**src/sv/cld_pkg.sv**
```systemverilog
package cld_pkg;

    // line store depth default
    localparam int LINE_LENGTH_DEF = 32;

    // field widths
    localparam int BYTE_W  = 8;
    localparam int CODE_W  = 4;
    localparam int LIMIT_W = 15;
    localparam int NUM_W   = 24;
    localparam int SVAL_W  = NUM_W + 1;

    // result codes
    localparam logic [CODE_W-1:0] CODE_NONE     = 4'd0;
    localparam logic [CODE_W-1:0] CODE_SET      = 4'd5;
    localparam logic [CODE_W-1:0] CODE_RANGE    = 4'd10;
    localparam logic [CODE_W-1:0] CODE_DECIMAL  = 4'd11;
    localparam logic [CODE_W-1:0] CODE_NUMBER   = 4'd12;
    localparam logic [CODE_W-1:0] CODE_TOO_LONG = 4'd13;

    // characters
    localparam logic [BYTE_W-1:0] CH_NUL   = 8'h00;
    localparam logic [BYTE_W-1:0] CH_LF    = 8'h0A;
    localparam logic [BYTE_W-1:0] CH_CR    = 8'h0D;
    localparam logic [BYTE_W-1:0] CH_SPACE = 8'h20;
    localparam logic [BYTE_W-1:0] CH_MINUS = 8'h2D;
    localparam logic [BYTE_W-1:0] CH_POINT = 8'h2E;
    localparam logic [BYTE_W-1:0] CH_0     = 8'h30;
    localparam logic [BYTE_W-1:0] CH_9     = 8'h39;
    localparam logic [BYTE_W-1:0] CH_UA    = 8'h41;
    localparam logic [BYTE_W-1:0] CH_UZ    = 8'h5A;

    // limit register defaults and magnitude cap
    localparam logic signed [LIMIT_W-1:0] UPPER_RESET = 15'sd1000;
    localparam logic signed [LIMIT_W-1:0] LOWER_RESET = -15'sd200;
    localparam logic [NUM_W-1:0]          MAG_CAP     = 24'd1000000;

    // register indexes
    localparam logic REG_UPPER = 1'b0;
    localparam logic REG_LOWER = 1'b1;

    // keyword table: eight direct commands, then set_tlimit
    localparam int KW_COUNT = 9;
    localparam int KW_SET   = 8;
    localparam logic [3:0] KW_SCAN_LAST = 4'd11;

    function automatic logic [3:0] kw_len(input logic [3:0] k);
        logic [3:0] len;
        begin
            unique case (k)
                4'd0:    len = 4'd11;
                4'd1:    len = 4'd8;
                4'd2:    len = 4'd10;
                4'd3:    len = 4'd10;
                4'd4:    len = 4'd8;
                4'd5:    len = 4'd7;
                4'd6:    len = 4'd9;
                4'd7:    len = 4'd7;
                4'd8:    len = 4'd10;
                default: len = 4'd0;
            endcase
            kw_len = len;
        end
    endfunction

    function automatic logic [CODE_W-1:0] kw_code(input logic [3:0] k);
        logic [CODE_W-1:0] code;
        begin
            unique case (k)
                4'd0:    code = 4'd1;
                4'd1:    code = 4'd2;
                4'd2:    code = 4'd3;
                4'd3:    code = 4'd6;
                4'd4:    code = 4'd7;
                4'd5:    code = 4'd8;
                4'd6:    code = 4'd9;
                4'd7:    code = 4'd4;
                4'd8:    code = CODE_SET;
                default: code = CODE_NONE;
            endcase
            kw_code = code;
        end
    endfunction

    // character i of keyword k, zero past its end
    function automatic logic [BYTE_W-1:0] kw_char(input logic [3:0] k, input logic [3:0] i);
        logic [95:0] txt;
        logic [3:0]  len;
        logic [3:0]  pos;
        begin
            unique case (k)
                4'd0:    txt = 96'({"get_", "voltage"});
                4'd1:    txt = 96'({"get_", "temp"});
                4'd2:    txt = 96'({"get_", "status"});
                4'd3:    txt = 96'({"get_", "tlimit"});
                4'd4:    txt = 96'({"get_", "time"});
                4'd5:    txt = 96'("get_log");
                4'd6:    txt = 96'({"clear_", "log"});
                4'd7:    txt = 96'("get_all");
                4'd8:    txt = 96'("set_tlimit");
                default: txt = '0;
            endcase
            len = kw_len(k);
            pos = 4'(len - 4'd1 - i);
            if (i < len)
                kw_char = txt[{pos, 3'b000} +: 8];
            else
                kw_char = CH_NUL;
        end
    endfunction

endpackage

```
**src/sv/cld_ram.sv**
```systemverilog
module cld_ram
    import cld_pkg::*;
#(
    parameter int WIDTH = BYTE_W,
    parameter int DEPTH = LINE_LENGTH_DEF,
    localparam int AW = $clog2(DEPTH)
)
(
    input  logic             clk,
    input  logic             we,
    input  logic [AW-1:0]    waddr,
    input  logic [WIDTH-1:0] wdata,
    input  logic [AW-1:0]    raddr,
    output logic [WIDTH-1:0] rdata
);

    logic [WIDTH-1:0] mem [DEPTH];

    // one write port, registered read port
    always_ff @(posedge clk)
    begin
        if (we)
        begin
            mem[waddr] <= wdata;
        end
        rdata <= mem[raddr];
    end

endmodule

```
**src/sv/command_line_decoder.sv**
```systemverilog
// Command line decoder. Received characters arrive one per beat on the slave
// stream; each is taken while the decoder is idle and stored in a line
// memory, lowered to lower case, with carriage returns dropped and spaces
// ending words. A newline after a non-empty line starts a decode that blocks
// input: the first word is compared against the nine keywords one stored
// character at a time, each read through the single registered read port
// of the line memory, and for set_tlimit the argument after the last space
// is parsed one character at a time through one shared times-ten-plus-digit
// adder, followed by scaling, sign and range check. A decode keeps the input
// stalled until its result is taken into the output register, which also
// waits while the previous result still waits for the receiver; a syntax
// error ends a set_tlimit decode early. Every decoded line, and every
// overlong line at its newline, gives one result beat: a 4-bit command code
// and the threshold in tenths when the code is "set limit". The limits are
// written through the APB port at 0x0 (upper) and 0x4 (lower).
module command_line_decoder
    import cld_pkg::*;
#(
    parameter int LINE_LENGTH = LINE_LENGTH_DEF
)
(
    input  logic        clk,
    input  logic        rst_n,
    // rx_byte [7:0]
    input  logic        s_tvalid,
    output logic        s_tready,
    input  logic [7:0]  s_tdata,
    // command_code [3:0], limit_value [18:4], zero [23:19]
    output logic        m_tvalid,
    input  logic        m_tready,
    output logic [23:0] m_tdata,
    input  logic        psel,
    input  logic        penable,
    input  logic        pwrite,
    input  logic [2:0]  paddr,
    input  logic [31:0] pwdata,
    output logic [31:0] prdata,
    output logic        pready
);

    localparam int AW = $clog2(LINE_LENGTH);
    localparam int LW = AW + 1;
    localparam logic [AW-1:0] WP_LAST = AW'(LINE_LENGTH - 1);
    localparam logic [LW-1:0] LS_NONE = LW'(LINE_LENGTH);

    localparam logic [3:0] S_IDLE   = 4'd0;
    localparam logic [3:0] S_M_WAIT = 4'd1;
    localparam logic [3:0] S_M_USE  = 4'd2;
    localparam logic [3:0] S_P_WAIT = 4'd3;
    localparam logic [3:0] S_P_USE  = 4'd4;
    localparam logic [3:0] S_SCALE  = 4'd5;
    localparam logic [3:0] S_NEG    = 4'd6;
    localparam logic [3:0] S_CHECK  = 4'd7;
    localparam logic [3:0] S_OUT    = 4'd8;

    logic [3:0]                 state_reg, state_next;
    logic [AW-1:0]              wp_reg, wp_next;
    logic                       ovf_reg, ovf_next;
    logic [LW-1:0]              ls_reg, ls_next;
    logic [AW-1:0]              ptr_reg, ptr_next;
    logic [KW_COUNT-1:0]        alive_reg, alive_next;
    logic                       neg_reg, neg_next;
    logic                       at_start_reg, at_start_next;
    logic                       empty_reg, empty_next;
    logic [1:0]                 dp_reg, dp_next;
    logic [NUM_W-1:0]           num_reg, num_next;
    logic signed [SVAL_W-1:0]   sval_reg, sval_next;
    logic [CODE_W-1:0]          res_code_reg, res_code_next;
    logic signed [LIMIT_W-1:0]  res_val_reg, res_val_next;
    logic                       m_valid_reg, m_valid_next;
    logic [CODE_W-1:0]          m_code_reg, m_code_next;
    logic signed [LIMIT_W-1:0]  m_val_reg, m_val_next;
    logic signed [LIMIT_W-1:0]  upper_reg, lower_reg;

    logic                       ram_we;
    logic [AW-1:0]              ram_waddr;
    logic [BYTE_W-1:0]          ram_wdata;
    logic [BYTE_W-1:0]          ram_rdata;

    logic                       in_beat;
    logic [BYTE_W-1:0]          b;
    logic [AW-1:0]              wp_inc;
    logic [NUM_W-1:0]           mac_in;
    logic [3:0]                 mac_digit;
    logic [NUM_W-1:0]           mac_sum;
    logic [NUM_W-1:0]           mac_sat;
    logic [1:0]                 dp_step;
    logic                       is_digit;
    logic                       found;
    logic [CODE_W-1:0]          found_code;

    // line memory
    cld_ram #(
        .WIDTH (BYTE_W),
        .DEPTH (LINE_LENGTH)
    ) u_line (
        .clk   (clk),
        .we    (ram_we),
        .waddr (ram_waddr),
        .wdata (ram_wdata),
        .raddr (ptr_reg),
        .rdata (ram_rdata)
    );

    // configuration registers
    assign pready = 1'b1;
    always_ff @(posedge clk or negedge rst_n)
    begin
        if (!rst_n)
        begin
            upper_reg <= UPPER_RESET;
            lower_reg <= LOWER_RESET;
        end
        else if (psel && penable && pwrite && pready)
        begin
            if (paddr[2] == REG_UPPER)
                upper_reg <= pwdata[LIMIT_W-1:0];
            else
                lower_reg <= pwdata[LIMIT_W-1:0];
        end
    end

    always_comb
    begin
        if (paddr[2] == REG_LOWER)
            prdata = 32'(lower_reg);
        else
            prdata = 32'(upper_reg);
    end

    // shared unit: times ten plus digit, saturated
    assign mac_in  = num_reg;
    assign mac_sum = {mac_in[NUM_W-4:0], 3'b000} + {mac_in[NUM_W-2:0], 1'b0}
                     + NUM_W'(mac_digit);
    assign mac_sat = (mac_sum > MAG_CAP) ? MAG_CAP : mac_sum;

    assign in_beat  = s_tvalid && s_tready;
    assign s_tready = (state_reg == S_IDLE);
    assign b        = s_tdata;
    assign wp_inc   = (wp_reg == WP_LAST) ? '0 : AW'(wp_reg + 1'b1);
    assign is_digit = (ram_rdata >= CH_0) && (ram_rdata <= CH_9);
    assign dp_step  = (dp_reg != 2'd0) ? 2'(dp_reg + 2'd1) : 2'd0;

    // keyword hit among direct commands
    always_comb
    begin
        found      = 1'b0;
        found_code = CODE_NONE;
        for (int k = 0; k < KW_SET; k++)
        begin
            if (alive_next[k])
            begin
                found      = 1'b1;
                found_code = kw_code(4'(k));
            end
        end
    end

    // sequencer
    always_comb
    begin
        state_next    = state_reg;
        wp_next       = wp_reg;
        ovf_next      = ovf_reg;
        ls_next       = ls_reg;
        ptr_next      = ptr_reg;
        alive_next    = alive_reg;
        neg_next      = neg_reg;
        at_start_next = at_start_reg;
        empty_next    = empty_reg;
        dp_next       = dp_reg;
        num_next      = num_reg;
        sval_next     = sval_reg;
        res_code_next = res_code_reg;
        res_val_next  = res_val_reg;
        ram_we        = 1'b0;
        ram_waddr     = wp_reg;
        ram_wdata     = b;
        mac_digit     = 4'd0;

        unique case (state_reg)
            S_IDLE:
            begin
                if (in_beat)
                begin
                    ram_we = 1'b1;
                    if (ovf_reg)
                    begin
                        if (b == CH_LF)
                        begin
                            ovf_next      = 1'b0;
                            wp_next       = '0;
                            ls_next       = LS_NONE;
                            res_code_next = CODE_TOO_LONG;
                            res_val_next  = '0;
                            state_next    = S_OUT;
                        end
                        else
                        begin
                            wp_next = wp_inc;
                        end
                    end
                    else if (wp_reg == WP_LAST && b != CH_LF)
                    begin
                        ovf_next = 1'b1;
                        wp_next  = '0;
                    end
                    else if (b == CH_SPACE)
                    begin
                        ram_wdata = CH_NUL;
                        ls_next   = LW'(wp_reg);
                        wp_next   = AW'(wp_reg + 1'b1);
                    end
                    else if (b == CH_CR)
                    begin
                        wp_next = wp_reg;
                    end
                    else if (b == CH_LF)
                    begin
                        if (wp_reg != '0)
                        begin
                            ram_wdata  = CH_NUL;
                            wp_next    = '0;
                            ptr_next   = '0;
                            alive_next = '1;
                            state_next = S_M_WAIT;
                        end
                    end
                    else
                    begin
                        if (b >= CH_UA && b <= CH_UZ)
                            ram_wdata = b | 8'h20;
                        wp_next = AW'(wp_reg + 1'b1);
                    end
                end
            end

            S_M_WAIT:
            begin
                state_next = S_M_USE;
            end

            // compare one stored character against every keyword
            S_M_USE:
            begin
                for (int k = 0; k < KW_COUNT; k++)
                begin
                    if (ptr_reg[3:0] <= kw_len(4'(k))
                        && ram_rdata != kw_char(4'(k), ptr_reg[3:0]))
                        alive_next[k] = 1'b0;
                end
                if (ptr_reg[3:0] == KW_SCAN_LAST)
                begin
                    if (found)
                    begin
                        res_code_next = found_code;
                        res_val_next  = '0;
                        state_next    = S_OUT;
                    end
                    else if (alive_next[KW_SET] && ls_reg != LS_NONE)
                    begin
                        ptr_next      = AW'(ls_reg[AW-1:0] + 1'b1);
                        neg_next      = 1'b0;
                        at_start_next = 1'b1;
                        empty_next    = 1'b1;
                        dp_next       = 2'd0;
                        num_next      = '0;
                        state_next    = S_P_WAIT;
                    end
                    else
                    begin
                        res_code_next = CODE_NONE;
                        res_val_next  = '0;
                        state_next    = S_OUT;
                    end
                end
                else
                begin
                    ptr_next   = AW'(ptr_reg + 1'b1);
                    state_next = S_M_WAIT;
                end
            end

            S_P_WAIT:
            begin
                state_next = S_P_USE;
            end

            // one argument character
            S_P_USE:
            begin
                at_start_next = 1'b0;
                res_val_next  = '0;
                if (at_start_reg && ram_rdata == CH_MINUS)
                begin
                    neg_next   = 1'b1;
                    ptr_next   = AW'(ptr_reg + 1'b1);
                    state_next = S_P_WAIT;
                end
                else if (ram_rdata == CH_NUL)
                begin
                    if (empty_reg)
                    begin
                        res_code_next = CODE_NUMBER;
                        state_next    = S_OUT;
                    end
                    else
                    begin
                        state_next = S_SCALE;
                    end
                end
                else
                begin
                    empty_next = 1'b0;
                    ptr_next   = AW'(ptr_reg + 1'b1);
                    state_next = S_P_WAIT;
                    if (ram_rdata == CH_POINT)
                    begin
                        if (dp_reg != 2'd0)
                        begin
                            res_code_next = CODE_NUMBER;
                            state_next    = S_OUT;
                        end
                        else
                        begin
                            dp_next = 2'd1;
                        end
                    end
                    else if (dp_step == 2'd3)
                    begin
                        res_code_next = CODE_DECIMAL;
                        state_next    = S_OUT;
                    end
                    else if (!is_digit)
                    begin
                        res_code_next = CODE_NUMBER;
                        state_next    = S_OUT;
                    end
                    else
                    begin
                        mac_digit = 4'(ram_rdata - CH_0);
                        num_next  = mac_sat;
                        dp_next   = dp_step;
                    end
                end
            end

            // whole numbers are scaled to tenths
            S_SCALE:
            begin
                res_val_next = '0;
                if (dp_reg == 2'd1)
                begin
                    res_code_next = CODE_NUMBER;
                    state_next    = S_OUT;
                end
                else
                begin
                    if (dp_reg == 2'd0)
                        num_next = mac_sum;
                    state_next = S_NEG;
                end
            end

            S_NEG:
            begin
                sval_next  = neg_reg ? -$signed({1'b0, num_reg}) : $signed({1'b0, num_reg});
                state_next = S_CHECK;
            end

            // range check on the signed tenths value
            S_CHECK:
            begin
                if (sval_reg < SVAL_W'(lower_reg) || sval_reg > SVAL_W'(upper_reg))
                begin
                    res_code_next = CODE_RANGE;
                    res_val_next  = '0;
                end
                else
                begin
                    res_code_next = CODE_SET;
                    res_val_next  = sval_reg[LIMIT_W-1:0];
                end
                state_next = S_OUT;
            end

            S_OUT:
            begin
                ls_next = LS_NONE;
                if (!m_valid_reg || m_tready)
                    state_next = S_IDLE;
            end

            default:
            begin
                state_next = S_IDLE;
            end
        endcase
    end

    // output register
    always_comb
    begin
        m_valid_next = m_valid_reg;
        m_code_next  = m_code_reg;
        m_val_next   = m_val_reg;
        if (m_valid_reg && m_tready)
            m_valid_next = 1'b0;
        if (state_reg == S_OUT && (!m_valid_reg || m_tready))
        begin
            m_valid_next = 1'b1;
            m_code_next  = res_code_reg;
            m_val_next   = res_val_reg;
        end
    end

    // control state
    always_ff @(posedge clk or negedge rst_n)
    begin
        if (!rst_n)
        begin
            state_reg   <= S_IDLE;
            wp_reg      <= '0;
            ovf_reg     <= 1'b0;
            ls_reg      <= LS_NONE;
            m_valid_reg <= 1'b0;
        end
        else
        begin
            state_reg   <= state_next;
            wp_reg      <= wp_next;
            ovf_reg     <= ovf_next;
            ls_reg      <= ls_next;
            m_valid_reg <= m_valid_next;
        end
    end

    // datapath
    always_ff @(posedge clk)
    begin
        ptr_reg      <= ptr_next;
        alive_reg    <= alive_next;
        neg_reg      <= neg_next;
        at_start_reg <= at_start_next;
        empty_reg    <= empty_next;
        dp_reg       <= dp_next;
        num_reg      <= num_next;
        sval_reg     <= sval_next;
        res_code_reg <= res_code_next;
        res_val_reg  <= res_val_next;
        m_code_reg   <= m_code_next;
        m_val_reg    <= m_val_next;
    end

    assign m_tvalid = m_valid_reg;
    assign m_tdata  = {5'b00000, m_val_reg, m_code_reg};

    // write position stays inside the line memory
    assert property (@(posedge clk) disable iff (!rst_n) wp_reg <= WP_LAST)
        else $error("write position beyond line memory");

    // last space lies before the write position in a normal line
    assert property (@(posedge clk) disable iff (!rst_n)
        (state_reg == S_IDLE && !ovf_reg) |-> (ls_reg == LS_NONE || ls_reg < LW'(wp_reg)))
        else $error("last space not behind write position");

    // a set-limit result carries a value inside the limits
    assert property (@(posedge clk) disable iff (!rst_n)
        (m_valid_reg && m_code_reg == CODE_SET)
            |-> (m_val_reg >= lower_reg && m_val_reg <= upper_reg))
        else $error("set-limit value outside limits");

    // every other result carries zero
    assert property (@(posedge clk) disable iff (!rst_n)
        (m_valid_reg && m_code_reg != CODE_SET) |-> (m_val_reg == '0))
        else $error("nonzero value on non-set result");

endmodule
```
**config.mk**
```make
export PLATFORM = sky130hd
export DESIGN_NAME = command_line_decoder
export DESIGN_NICKNAME = d
export VERILOG_FILES = /design/src/sv/cld_pkg.sv /design/src/sv/cld_ram.sv /design/src/sv/command_line_decoder.sv
export SDC_FILE = /design/constraint.sdc
export NUM_CORES = 1
export LEC_CHECK = 0
export BUFFER_PORTS_ARGS = -buffer_cell sky130_fd_sc_hd__buf_2
export CORE_MARGIN = 10
export CORE_UTILIZATION = 44
export DETAILED_ROUTE_END_ITERATION = 10
export PLACE_DENSITY = 0.66
export SYNTH_ARGS = -nofsm -noshare
export SYNTH_HDL_FRONTEND = slang
export SYNTH_SLANG_ARGS = --single-unit
```
**constraint.sdc**
```tcl
create_clock -name clk -period 5.5 [get_ports clk]
set_input_delay 1.375 -clock clk [delete_from_list [all_inputs] [get_ports clk]]
set_output_delay 1.375 -clock clk [all_outputs]
set_load 0.005 [all_outputs]
```
Yosys cells after proc, flatten, opt, wreduce, memory -nomap -nowiden
Memories as Yosys holds them, arrays and structs flattened. A register that Yosys moved wholly into a read port is not among the register bits.
Index checks and enable logic that the tools add are counted.
Widths: inputs -> output; s select.
{"block": "classes", "n_shift": 9, "addsub": 18, "bitwise": 1, "reduce_logical": 51, "eq_ne": 67, "muxes": 198, "order_cmp": 17}
{"operator": "$mux 96", "count": 9}
{"operator": "$shiftx 96x8->8", "count": 9}
{"operator": "$mux 24", "count": 12}
{"operator": "$mux 4", "count": 53}
{"operator": "$mux 8", "count": 26}
{"operator": "$mux 15", "count": 7}
{"operator": "$mux 5", "count": 19}
{"operator": "$ne 8x8->1", "count": 9}
{"operator": "$pmux 24 s3", "count": 1}
{"operator": "$mux 9", "count": 7}
{"operator": "$pmux 15 s4", "count": 1}
{"operator": "$mux 1", "count": 37}
{"operator": "$mux 6", "count": 6}
{"operator": "$pmux 4 s9", "count": 1}
{"operator": "$ne 2x2->1 const B", "count": 17}
{"operator": "$ne 3x3->1 const B", "count": 11}
{"operator": "$reduce_and 11->1", "count": 3}
{"operator": "$mux 32", "count": 1}
{"operator": "$gt 25x15->1", "count": 1}
{"operator": "$lt 25x15->1", "count": 1}
{"operator": "$neg 24->25", "count": 1}
{"operator": "$add 24x24->24", "count": 1}
{"operator": "$add 24x4->24", "count": 1}
{"operator": "$eq 8x6->1 const B", "count": 3}
{"operator": "other kinds (53)", "count": 124}
{"block": "word_totals", "mem_bits_rw": 256, "output_inout_bits": 59, "wordCells": 383, "n_memories": 1, "reg_bits": 153}
{"name": "u_line.mem", "words": 32, "width": 8, "read_ports": 1, "rd_ports_with_merged_regs": 1, "write_ports": 1, "line_no": "cld_ram.sv:17", "text": "logic [WIDTH-1:0] mem [DEPTH];"}

Longest topological paths before layout
Gate-level depths: netlist (run 1).
{"block": "depth", "ltp_word": 23, "ltp_mapped": 18, "depth_no_buf": 18}

Hierarchy
Synthesis (run 1) repeated with hierarchy kept, for this count alone.
{"block": "hier_totals", "cells_unflattened": 1709, "hier_area_um2": 22357.7}
{"module": "command_line_decoder", "area_per_inst_um2": 12304.3, "cells_each": 1292, "n_inst": 1, "seq_area_each_um2": 4300.4}
{"module": "cld_ram", "area_per_inst_um2": 10053.4, "cells_each": 417, "n_inst": 1, "seq_area_each_um2": 7847.5}

Least setup slack after synthesis (run 1)
Ideal clock, no wire load.
{"block": "synth_path", "kind": "register to register", "from": "register ptr_reg[1]", "to": "register num_reg[0] (netlist: mac_in[0]) (enable)", "slack_ns": 0.443, "t_required_ns": 5.092, "arrival_time_ns": 4.649, "path_stages_with_launch": 14, "cell_sequence": "edfxtp_1 -> ha_1 -> buf_2 -> inv_1 -> ha_1 -> mux2i_1 -> xnor2_1 -> a31o_2 -> a21oi_1 -> o311ai_1 -> a21o_1 -> or2_2 -> or4_4 -> a221oi_2"}
{"item": "start, declared", "line_no": "command_line_decoder.sv:60", "text": "logic [AW-1:0] ptr_reg, ptr_next;"}
{"item": "start signal, assigned", "line_no": "command_line_decoder.sv:441", "text": "ptr_reg <= ptr_next;"}
{"item": "$sub 4x4->4", "line_no": "cld_pkg.sv:104", "text": "pos = 4'(len - 4'd1 - i);"}
{"item": "$shiftx 96x8->8", "line_no": "cld_pkg.sv:106", "text": "kw_char = txt[{pos, 3'b000} +: 8];"}
{"item": "$mux 8", "line_no": "cld_pkg.sv:105", "text": "if (i < len)"}
{"item": "$mux 8", "line_no": "command_line_decoder.sv:181", "text": "unique case (state_reg)"}
{"item": "$ne 8x8->1", "line_no": "command_line_decoder.sv:249", "text": "&& ram_rdata != kw_char(4'(k), ptr_reg[3:0]))"}
{"item": "$logic_and 1x1->1 (*)", "line_no": "command_line_decoder.sv:249"}
{"item": "$mux 1 (*)", "line_no": "command_line_decoder.sv:248", "text": "if (ptr_reg[3:0] <= kw_len(4'(k))"}
{"item": "$pmux 9 s2 (*)", "line_no": "command_line_decoder.sv:181"}
{"item": "via alive_next[7]", "line_no": "command_line_decoder.sv:61", "text": "logic [KW_COUNT-1:0] alive_reg, alive_next;"}
{"item": "$mux 1 (*)", "line_no": "command_line_decoder.sv:151", "text": "if (alive_next[k])"}
{"item": "$ne 2x2->1 (no source line) (*)"}
{"item": "$reduce_and 11->1 (no source line) (*)"}
{"item": "end signal, assigned", "line_no": "command_line_decoder.sv:447", "text": "num_reg <= num_next;"}
{"item": "end, declared", "line_no": "command_line_decoder.sv:66", "text": "logic [NUM_W-1:0] num_reg, num_next;"}
Mark *: on every way through the listed nets, which the timed path passes. The rest lies on a longest branch. The select of a mux whose other input is x is not followed.
A chain may end at the register's enable or synchronous reset.

Worst setup path after layout (run 1)
{"block": "layout_path", "from": "register u_line.rdata[7], read port of u_line.mem", "to": "register num_reg[8] (netlist: mac_in[8]) (data pin)"}
{"block": "layout_via", "elab_chain_cells": 17}
{"item": "start, declared", "line_no": "cld_ram.sv:14", "text": "output logic [WIDTH-1:0] rdata"}
{"item": "$ge 8x6->1 or $le 8x6->1 (tied branches)", "line_no": "command_line_decoder.sv:141", "text": "assign is_digit = (ram_rdata >= CH_0) && (ram_rdata <= CH_9);"}
{"item": "$logic_and 1x1->1", "line_no": "command_line_decoder.sv:141"}
{"item": "$mux 4", "line_no": "command_line_decoder.sv:334", "text": "else if (!is_digit)"}
{"item": "$mux 4", "line_no": "command_line_decoder.sv:329", "text": "else if (dp_step == 2'd3)"}
{"item": "$mux 4", "line_no": "command_line_decoder.sv:317", "text": "if (ram_rdata == CH_POINT)"}
{"item": "$mux 4", "line_no": "command_line_decoder.sv:300", "text": "else if (ram_rdata == CH_NUL)"}
{"item": "$mux 4 (*)", "line_no": "command_line_decoder.sv:294", "text": "if (at_start_reg && ram_rdata == CH_MINUS)"}
{"item": "$mux 4 (*)", "line_no": "command_line_decoder.sv:181"}
{"item": "[... 2 more ...]"}
{"item": "$mux 24", "line_no": "command_line_decoder.sv:135", "text": "assign mac_sat = (mac_sum > MAG_CAP) ? MAG_CAP : mac_sum;"}
{"item": "$mux 24", "line_no": "command_line_decoder.sv:334"}
{"item": "$mux 24", "line_no": "command_line_decoder.sv:329"}
{"item": "$mux 24", "line_no": "command_line_decoder.sv:317"}
{"item": "$mux 24", "line_no": "command_line_decoder.sv:300"}
{"item": "$mux 24", "line_no": "command_line_decoder.sv:294"}
{"item": "$pmux 24 s3 (*)", "line_no": "command_line_decoder.sv:181"}
{"item": "via num_next[8]", "line_no": "command_line_decoder.sv:66"}
Marks and branches as above.

==> summary by stage, run 1 <==
Die
After floorplanning, the core was sized to cover between 0.04 and 0.05 mm2. The initial utilization of the core area, before any placement, comes to 44.34%. The floorplan step set the die width to about 240 um. The die covers between 0.05 and 0.06 mm2.

The placement row count is 82. In this run the count of I/O pins placed on the die edge is about 110. Measured along the y axis, the die boundary spans 244.4 um.

Timing
The count of endpoints failing hold in the final timing report is 0. The relative slew slack is between 10% and 20%. For the pin with the worst max-slew slack, the measured transition is between 1 and 1.5 ns. The final critical-path share of the clock period is between 80% and 90%.

The clock arrives with 0.04327 ns of skew. The final total negative setup slack is 0 ns. On the final layout, the worst hold slack is around 0.4 ns.

Setup repair after global routing left no endpoint under its margin. The highest achievable clock rate is a little over 0.2 GHz. The total setup violations reported at the end of the flow is 0. The clock period could shrink to 4.821 ns. The count of final max-slew check failures is 0.

Clock network
The cell chosen for the clock root is clkbuf_16. The H-tree depth reported by CTS is 2. In this run the deepest clock path goes through 3 buffers. TritonCTS built the clock tree. TritonCTS created 46 clock buffers. After clock tree synthesis, the clock-pin slew on the worst setup and hold paths is 0.06 ns. The number of buffers added for setup after CTS is 0.

Once the clock tree was built, the resizer swapped 0 gates to a different size. The later pin in the worst-skew pair is clocked with a latency of ~0.60 ns. The post-cts hold buffer count is 0. Counting every sink on the clock net gives between 400 and 500.

Worst setup path
The endpoint arrival time on the critical path is 5.13 ns. Among cell families on the critical path, the largest total delay comes from compound AO/OA/AOI/OAI gates. STA classifies the critical path endpoint as a flop.

The worst path required time is a little under 6 ns. The setup path with the least slack is of type reg2reg. Walking the worst path, the cells encountered are nor3b_1, nand4_1, buf_4, nor3_1, ha_1, ha_1, inv_1, fa_1, nor2b_1, o31ai_1, a21oi_1, a221oi_1, xnor2_1, nand4_1, a211o_1, a31oi_2, buf_4, nor2_1. In this run the worst path has a maximum fanout of 10. In this design, the stage delay of the slowest critical-path cell is around 0.64 ns. The largest individual stage delay along the critical path comes from the cell a221oi_1. The worst setup path is launched from a flop.

Together, buffers and inverters on the worst path number 3.

Pwr
The total power draw is between 7 and 8 mW. IR analysis of the VDD net gives a maximum drop of between 300 and 400 uV. For this design the ratio of total power to cell area is between 200 and 300 mW/mm2. The leakage power figure is approximately 9 nW.

Cells and area
With fillers left out, the area of the finished cells amounts to ~0.025 mm2. The signed area change from the synthesized netlist to the final layout is 11.61%. The final cell count without fillers is around 2500. The register with the most flip-flops in the layout has approximately 260 of them. The ratio of cells with drive above 1 in the final layout is 20.27%. At the end of the flow, the number of nets in the layout was 1950.

GRT
After global routing the overflow that remains totals 0. Global routing used 16.59% of the available tracks across all layers. The via count of the first global-routing pass is 14050. The maximum number of pins on one net before global-route repair is 55.

The global-route wire length before repair is ~80 mm. The initial antenna violation count is 1.

Placement
The number of placed instances, taps included, is 2398. Summing all placed instances gives a cell area of ~0.023 mm2. The half-perimeter wire length of the detailed placement result is approximately 36 mm. The routability congestion estimate is approximately 0.9.

Input and output buffers added on the ports amount to 83.

Synthesis
The mapped cell area is 0.02215 mm2. After technology mapping, the gate count stands at 1707. In this run the biggest area consumer among cell types represents roughly 48% of the synthesized area. The synthesized design spends more area on one cell type than any other, namely edfxtp_1. During synthesis, Yosys emitted a total of 0 warnings. The number of different library cells used by synthesis comes to between 90 and 100.

A synthesized cell averages around 13 um2. The most used flip-flop cell after synthesis is edfxtp_1. The fraction of registers with async set or reset after synthesis is a little under an eighth. By area the synthesized netlist is led by edfxtp_1 (48%), mux4_2 (8.1%), ha_1 (7.0%).

For this run, the register share of the synthesized area comes to 54.83%. The number of synthesized register bits is about 420. After synthesis, the most frequently instantiated cells are edfxtp_1 (354), ha_1 (124), nand2_1 (118). The synthesized design contains around 350 enable-type register cells.

The cell with the most instances after synthesis is edfxtp_1.

Route
The final routed wire length divided by cell count is approximately 20 um. After detailed routing, the number of remaining DRC violations is 0. Dividing the detail-routed via count by the number of cells gives 5.657. The length of the first detailed-routing pass in iterations is 7. The routed design has a little over 50 mm of wire. The iteration-0 DRC count of the detailed router is 1146.

The count of antenna-violating nets left after detailed routing is 0. The total vias in the final route is between 10000 and 15000.

Status
The flow ran to the end, and the final reports show no timing, DRC or antenna violations.

Worst hold path
The tightest min-delay check is of the reg2reg type.

Run
The max capacitance violation total is 0.
## routing by layer
layer / vias to the layer above / routed length (um) / GRT usage [%]
li1: 6638 / - / -
met1: 6923 / 21530 / 21.24
met2: 413 / 24560 / 27.49
met3: 77 / 3193 / 3.314
met4: 0 / 1545 / 6.100
met5: - / 0 / 0
## report_power, final
group	leakage, nW	internal, mW	switching, mW	total [mW]
logic	4.35	0.187	0.242	0.430
clock network	0.759	1.82	1.29	3.10
registers	3.89	3.48	0.0337	3.52
total	8.99	5.49	1.56	7.05
## cells by family after synthesis
kind of cell,Yosys count,share of synthesized area (%)
buf+inv,179,3.739
other cells,2,0.03390
compound gates,320,9.952
fa+ha+maj,126,7.184
mux,126,10.40
simple gates,463,10.76
xor+xnor,74,3.095
flops,417,54.83
## worst paths after layout
check | from | slack [ns] | endpoint | cells after the start
worst max-delay path | u_line.rdata[7]$_DFF_P_ | 0.68 | mac_in[8]$_DFFE_PP_ | 18
worst min-delay path | res_val_reg[4]$_SDFFCE_PN0P_ | 0.40 | m_val_reg[4]$_DFFE_PP_ | 0
worst max register to register | u_line.rdata[7]$_DFF_P_ | 0.68 | mac_in[8]$_DFFE_PP_ | 18
worst min register to register | res_val_reg[4]$_SDFFCE_PN0P_ | 0.40 | m_val_reg[4]$_DFFE_PP_ | 0
max in group asynchronous | rst_n | 4.15 | ram_waddr[2]$_DFFE_PN0P_ | 2
min in group asynchronous | rst_n | 0.90 | upper_reg[4]$_DFFE_PN0P_ | 2
## worst reg2reg max path, delay by kind of cell (launching register included)
kind                       cells  cell delay [ns]
AOI/OAI and AO/OA              5             1.74
and+or+nand+nor                6             0.94
adders and majority gates      3             0.73
buffers and inverters          3             0.51
DFF                            1             0.41
xor gates and xnor gates       1             0.21
## metrics by stage
step           util [%]  worst slack [ns]
3_5_place_dp      46.38            0.7555
3_3_place_gp      46.38            0.8125
6_report          49.49            0.6790
5_1_grt           49.48            0.3484
4_1_cts           49.48            0.7337
2_1_floorplan         -            0.4432
## cell type report
type	instances	area (um2)
multi-input cells	1115	9220
well taps	672	840.8
clock inverters	26	300.3
clock buffers	59	1251
repair buffers	118	678.2
fillers	4301	25240
inverters	76	285.3
flip-flops and latches	417	12150
diodes	1	2.502
## layout by cell type, fill, tap and decap left out, drive strengths merged, types with 14 or more instances in the layout
master / count
or4: 14
nand3: 25
or3: 18
xnor2: 50
a21o: 20
nor2: 109
buf: 118
mux2: 33
xor2: 24
o21ai: 82
clkinv: 18
nor4: 14
edfxtp: 354
nand2: 118
dfrtp: 30
nor2b: 26
dfxtp: 16
nor3: 30
ha: 124
o31ai: 17
inv: 78
a31oi: 16
a21oi: 56
clkbuf: 59
mux4: 80
and2: 22
dfstp: 17
nand2b: 24
Power figures use the tool's default switching activity.
==> run 2, diff against run 1 <==
Settings changed: CORE_MARGIN 10 to 5.
Clock period 5.5 ns to 4.9 ns, I/O delays scaled along.
==> run 2 against run 1 <==
Design area grew 0.33%. Worst setup slack lost 0.44 ns. Critical path depth grew 2. Register-to-register slack lost 0.44 ns. Combinational power grew 14%. Critical endpoint is now mac_in[12]$_DFFE_PP_. First-iteration DRC count shrank 1.7%.
==> summary by stage, run 2 (synthesis results as in run 1) <==
Pwr
Net switching is between 20% and 30% of the power. Cell internal power was estimated by the tool at 6.049 mW. Per report_power, the combinational group accounts for roughly 6.3% of the total. The share of power burned in the clock network is between 40% and 50%.

The leakage power figure is about 9.0 nW. The portion of total power attributed to sequential cells is between 50% and 60%. For this design the ratio of total power to cell area is 313.4 mW/mm2. Summing internal, switching and leakage power gives around 7.8 mW.

The reported net switching power is ~1.7 mW. The worst-case IR drop observed on VDD is approximately 300 uV.

Timing
Across all hold checks on the routed design, the worst slack comes to around 0.42 ns. The relative slew slack is slightly below 30%. The worst path meets setup with about 0.24 ns of slack. The final critical-path share of the clock period is 95.04%.

The slew of the pin with the lowest slew margin is around 1.1 ns. Adding up every negative setup slack in the final design gives 0 ns. The time the final worst path needs with I/O delays and setup is between 4 and 5 ns.

Derived from the worst setup path, the maximum achievable clock frequency is between 0.2 and 0.25 GHz. The total setup violations reported at the end of the flow is 0. The count of final max-slew check failures came to 0. The clock arrives with about 0.021 ns of skew. The count of endpoints failing hold in the final timing report is 0.

Cells and area
The top cell types in the final layout, fill and taps aside, are edfxtp_1 (354), ha_1 (124), nand2_1 (118), nor2_1 (108), buf_2 (83). 0 antenna diodes ended up in the layout. The post-route netlist has between 20 and 25% of its cells at a drive strength greater than 1. The leading cell type in the layout, fill and taps excluded is edfxtp_1. From synthesis to final layout, the design area changed by 11.98%. The flip-flop count of the largest register after layout is between 200 and 300. The final net count is about 2000.

Worst setup path
The startpoint type of the worst setup path is a flop. STA classifies the critical path endpoint as a flop. The peak per-stage delay on the critical path is around 0.57 ns. By instance count, the cell type seen most on the critical path is inv_1.

The slowest stage cell on the critical path is fa_1. At the worst endpoint, the arrival time is 5.09 ns. The critical path's top delay family is compound AO/OA/AOI/OAI gates. Counting both buffers and inverters, the worst setup path holds a total of 5.

The setup path with the least slack is of type reg2reg. The critical path goes through inv_1, ha_1, inv_1, nand4_1, nor2_1, nand2_1, fa_1, inv_1, ha_1, a211oi_1, o21bai_1, o21ai_0, buf_4, o211ai_1, a31o_2, a311oi_1, and4_2, a31oi_2, buf_4, nor2_1. The maximum fanout along the worst path is 10. STA puts the critical path data required time at between 5 and 6 ns.

Clock network
The CTS tree is built. For this design, the CTS-stage hold fixing added 0 buffers. The clock insertion delay at the later pin of the skew report is 0.59 ns. The number of sinks driven by the clock tree is approximately 420. Counting along the longest clock path gives a buffer depth of 3. The number of buffers created by CTS is 46. The H-tree was split into 2 levels.

The root buffer cell chosen for the clock tree is clkbuf_16. Clock-pin slew was measured on the worst setup and hold paths at 0.06 ns.

Run
The max capacitance violation total is 0.

Placement
Before CTS, the worst setup slack after placement is around 0.26 ns. The half-perimeter wire length of the detailed placement result is between 30 and 40 mm. The congestion estimate from routability-driven global placement came to about 0.89. During placement, the flow inserted port buffers numbering slightly above 80.

GRT
The via count of the first global-routing pass came to between 10000 and 15000. The global-route wire length before repair is ~80 mm. After global routing the overflow that remains totals 0.

The maximum number of pins on one net before global-route repair is between 50 and 60. The initial antenna violation count is 1. The combined global-route utilization of all metal layers is a little under a fifth.

Die
The overall die height is between 200 and 250 um. The starting utilization of the core area is 44.34%. The die covers ~0.055 mm2. The top-level port count is ~110.

The floorplan step defined a core boundary enclosing between 0.04 and 0.05 mm2. The placement row count is roughly 80. The die width is 234.4 um.

Worst hold path
In this run the worst hold path is classified as reg2reg.

Status
The flow ran to the end, and the final reports show no timing, DRC or antenna violations.

Route
Detailed routing inserted a total of 14370 vias. The pre-antenna-repair detailed-routing pass consisted of 6 iterations. The count of antenna-violating nets left after detailed routing is 0. The final routed wire length divided by cell count is 20.79 um.

The first routing iteration left between 1000 and 1500 violations. For this run, design rule violations remaining after detail routing come to 0. The overall routed net length is ~52 mm.

Using the TritonRoute via totals, the vias-per-cell ratio works out to 5.751.
-- run 2: worst reg2reg max path: cells and delay by family, from the launching register on --
kind | cells | cell delay (ns)
AO/OA/AOI/OAI | 7 | 1.47
adder cells (fa/ha/maj) | 3 | 1.10
AND/OR/NAND/NOR | 5 | 1.01
buffers and inverters | 5 | 0.58
flip-flops | 1 | 0.35
-- run 2: path summary, 6_finish.rpt --
path,from,slack [ns],endpoint,cells past startpoint
hold / removal,res_val_reg[4]$_SDFFCE_PN0P_,0.42,m_val_reg[4]$_DFFE_PP_,0
setup reg to reg,dp_reg[0]$_SDFFCE_PN0P_,0.24,mac_in[12]$_DFFE_PP_,20
min in group asynchronous,rst_n,0.73,upper_reg[13]$_DFFE_PN0P_,2
setup / recovery,dp_reg[0]$_SDFFCE_PN0P_,0.24,mac_in[12]$_DFFE_PP_,20
max in group asynchronous,rst_n,3.70,ls_reg[0]$_DFFE_PN0P_,2
hold reg to reg,res_val_reg[4]$_SDFFCE_PN0P_,0.42,m_val_reg[4]$_DFFE_PP_,0
-- run 2: repair_timing --
action,4_1_cts,5_1_grt
buffers inserted,0,1
setup endpoints to repair,0,13
resized for setup,0,4
-- run 2: through the flow --
step / util [%] / cells / instance area [um2]
3_3_place_gp: 46.65 / 2413 / 23310
5_1_grt: 49.65 / 2498 / 24810
4_1_cts: 49.61 / 2497 / 24790
3_5_place_dp: 46.65 / 2413 / 23310
2_1_floorplan: - / 1711 / 22180
6_report: 49.65 / 2498 / 24810
-- run 2: power by group through the flow --
stage | clock network [mW] | logic (mW) | registers (mW)
6_report | 3.34 | 0.490 | 3.95
3_5_place_dp | 0 | 0.495 | 4.02
3_3_place_gp | 0 | 0.473 | 4.02
5_1_grt | 3.58 | 0.562 | 3.96
4_1_cts | 3.40 | 0.498 | 3.95
2_1_floorplan | 0 | 0.346 | 4.01
-- run 2: layout make-up --
class / instances / area, um2
Clock buffer: 63 / 1256
Sequential cell: 417 / 12150
Tap cell: 672 / 840.8
Clock inverter: 21 / 224.0
Timing Repair Buffer: 134 / 823.3
Inverter: 76 / 285.3
Fill cell: 4294 / 25160
Multi-Input combinational cell: 1115 / 9231
-- run 2: per-layer routing --
metal / wire length [um] / share of wire [%] / global-route usage [%] / vias to the layer above
li1: - / - / - / 6661
met1: 21370 / 41 / 24.97 / 7134
met2: 25330 / 49 / 31.37 / 479
met3: 3769 / 7.3 / 3.632 / 91
met4: 1459 / 2.8 / 6.057 / 2
met5: 12 / 0.023 / 0 / -
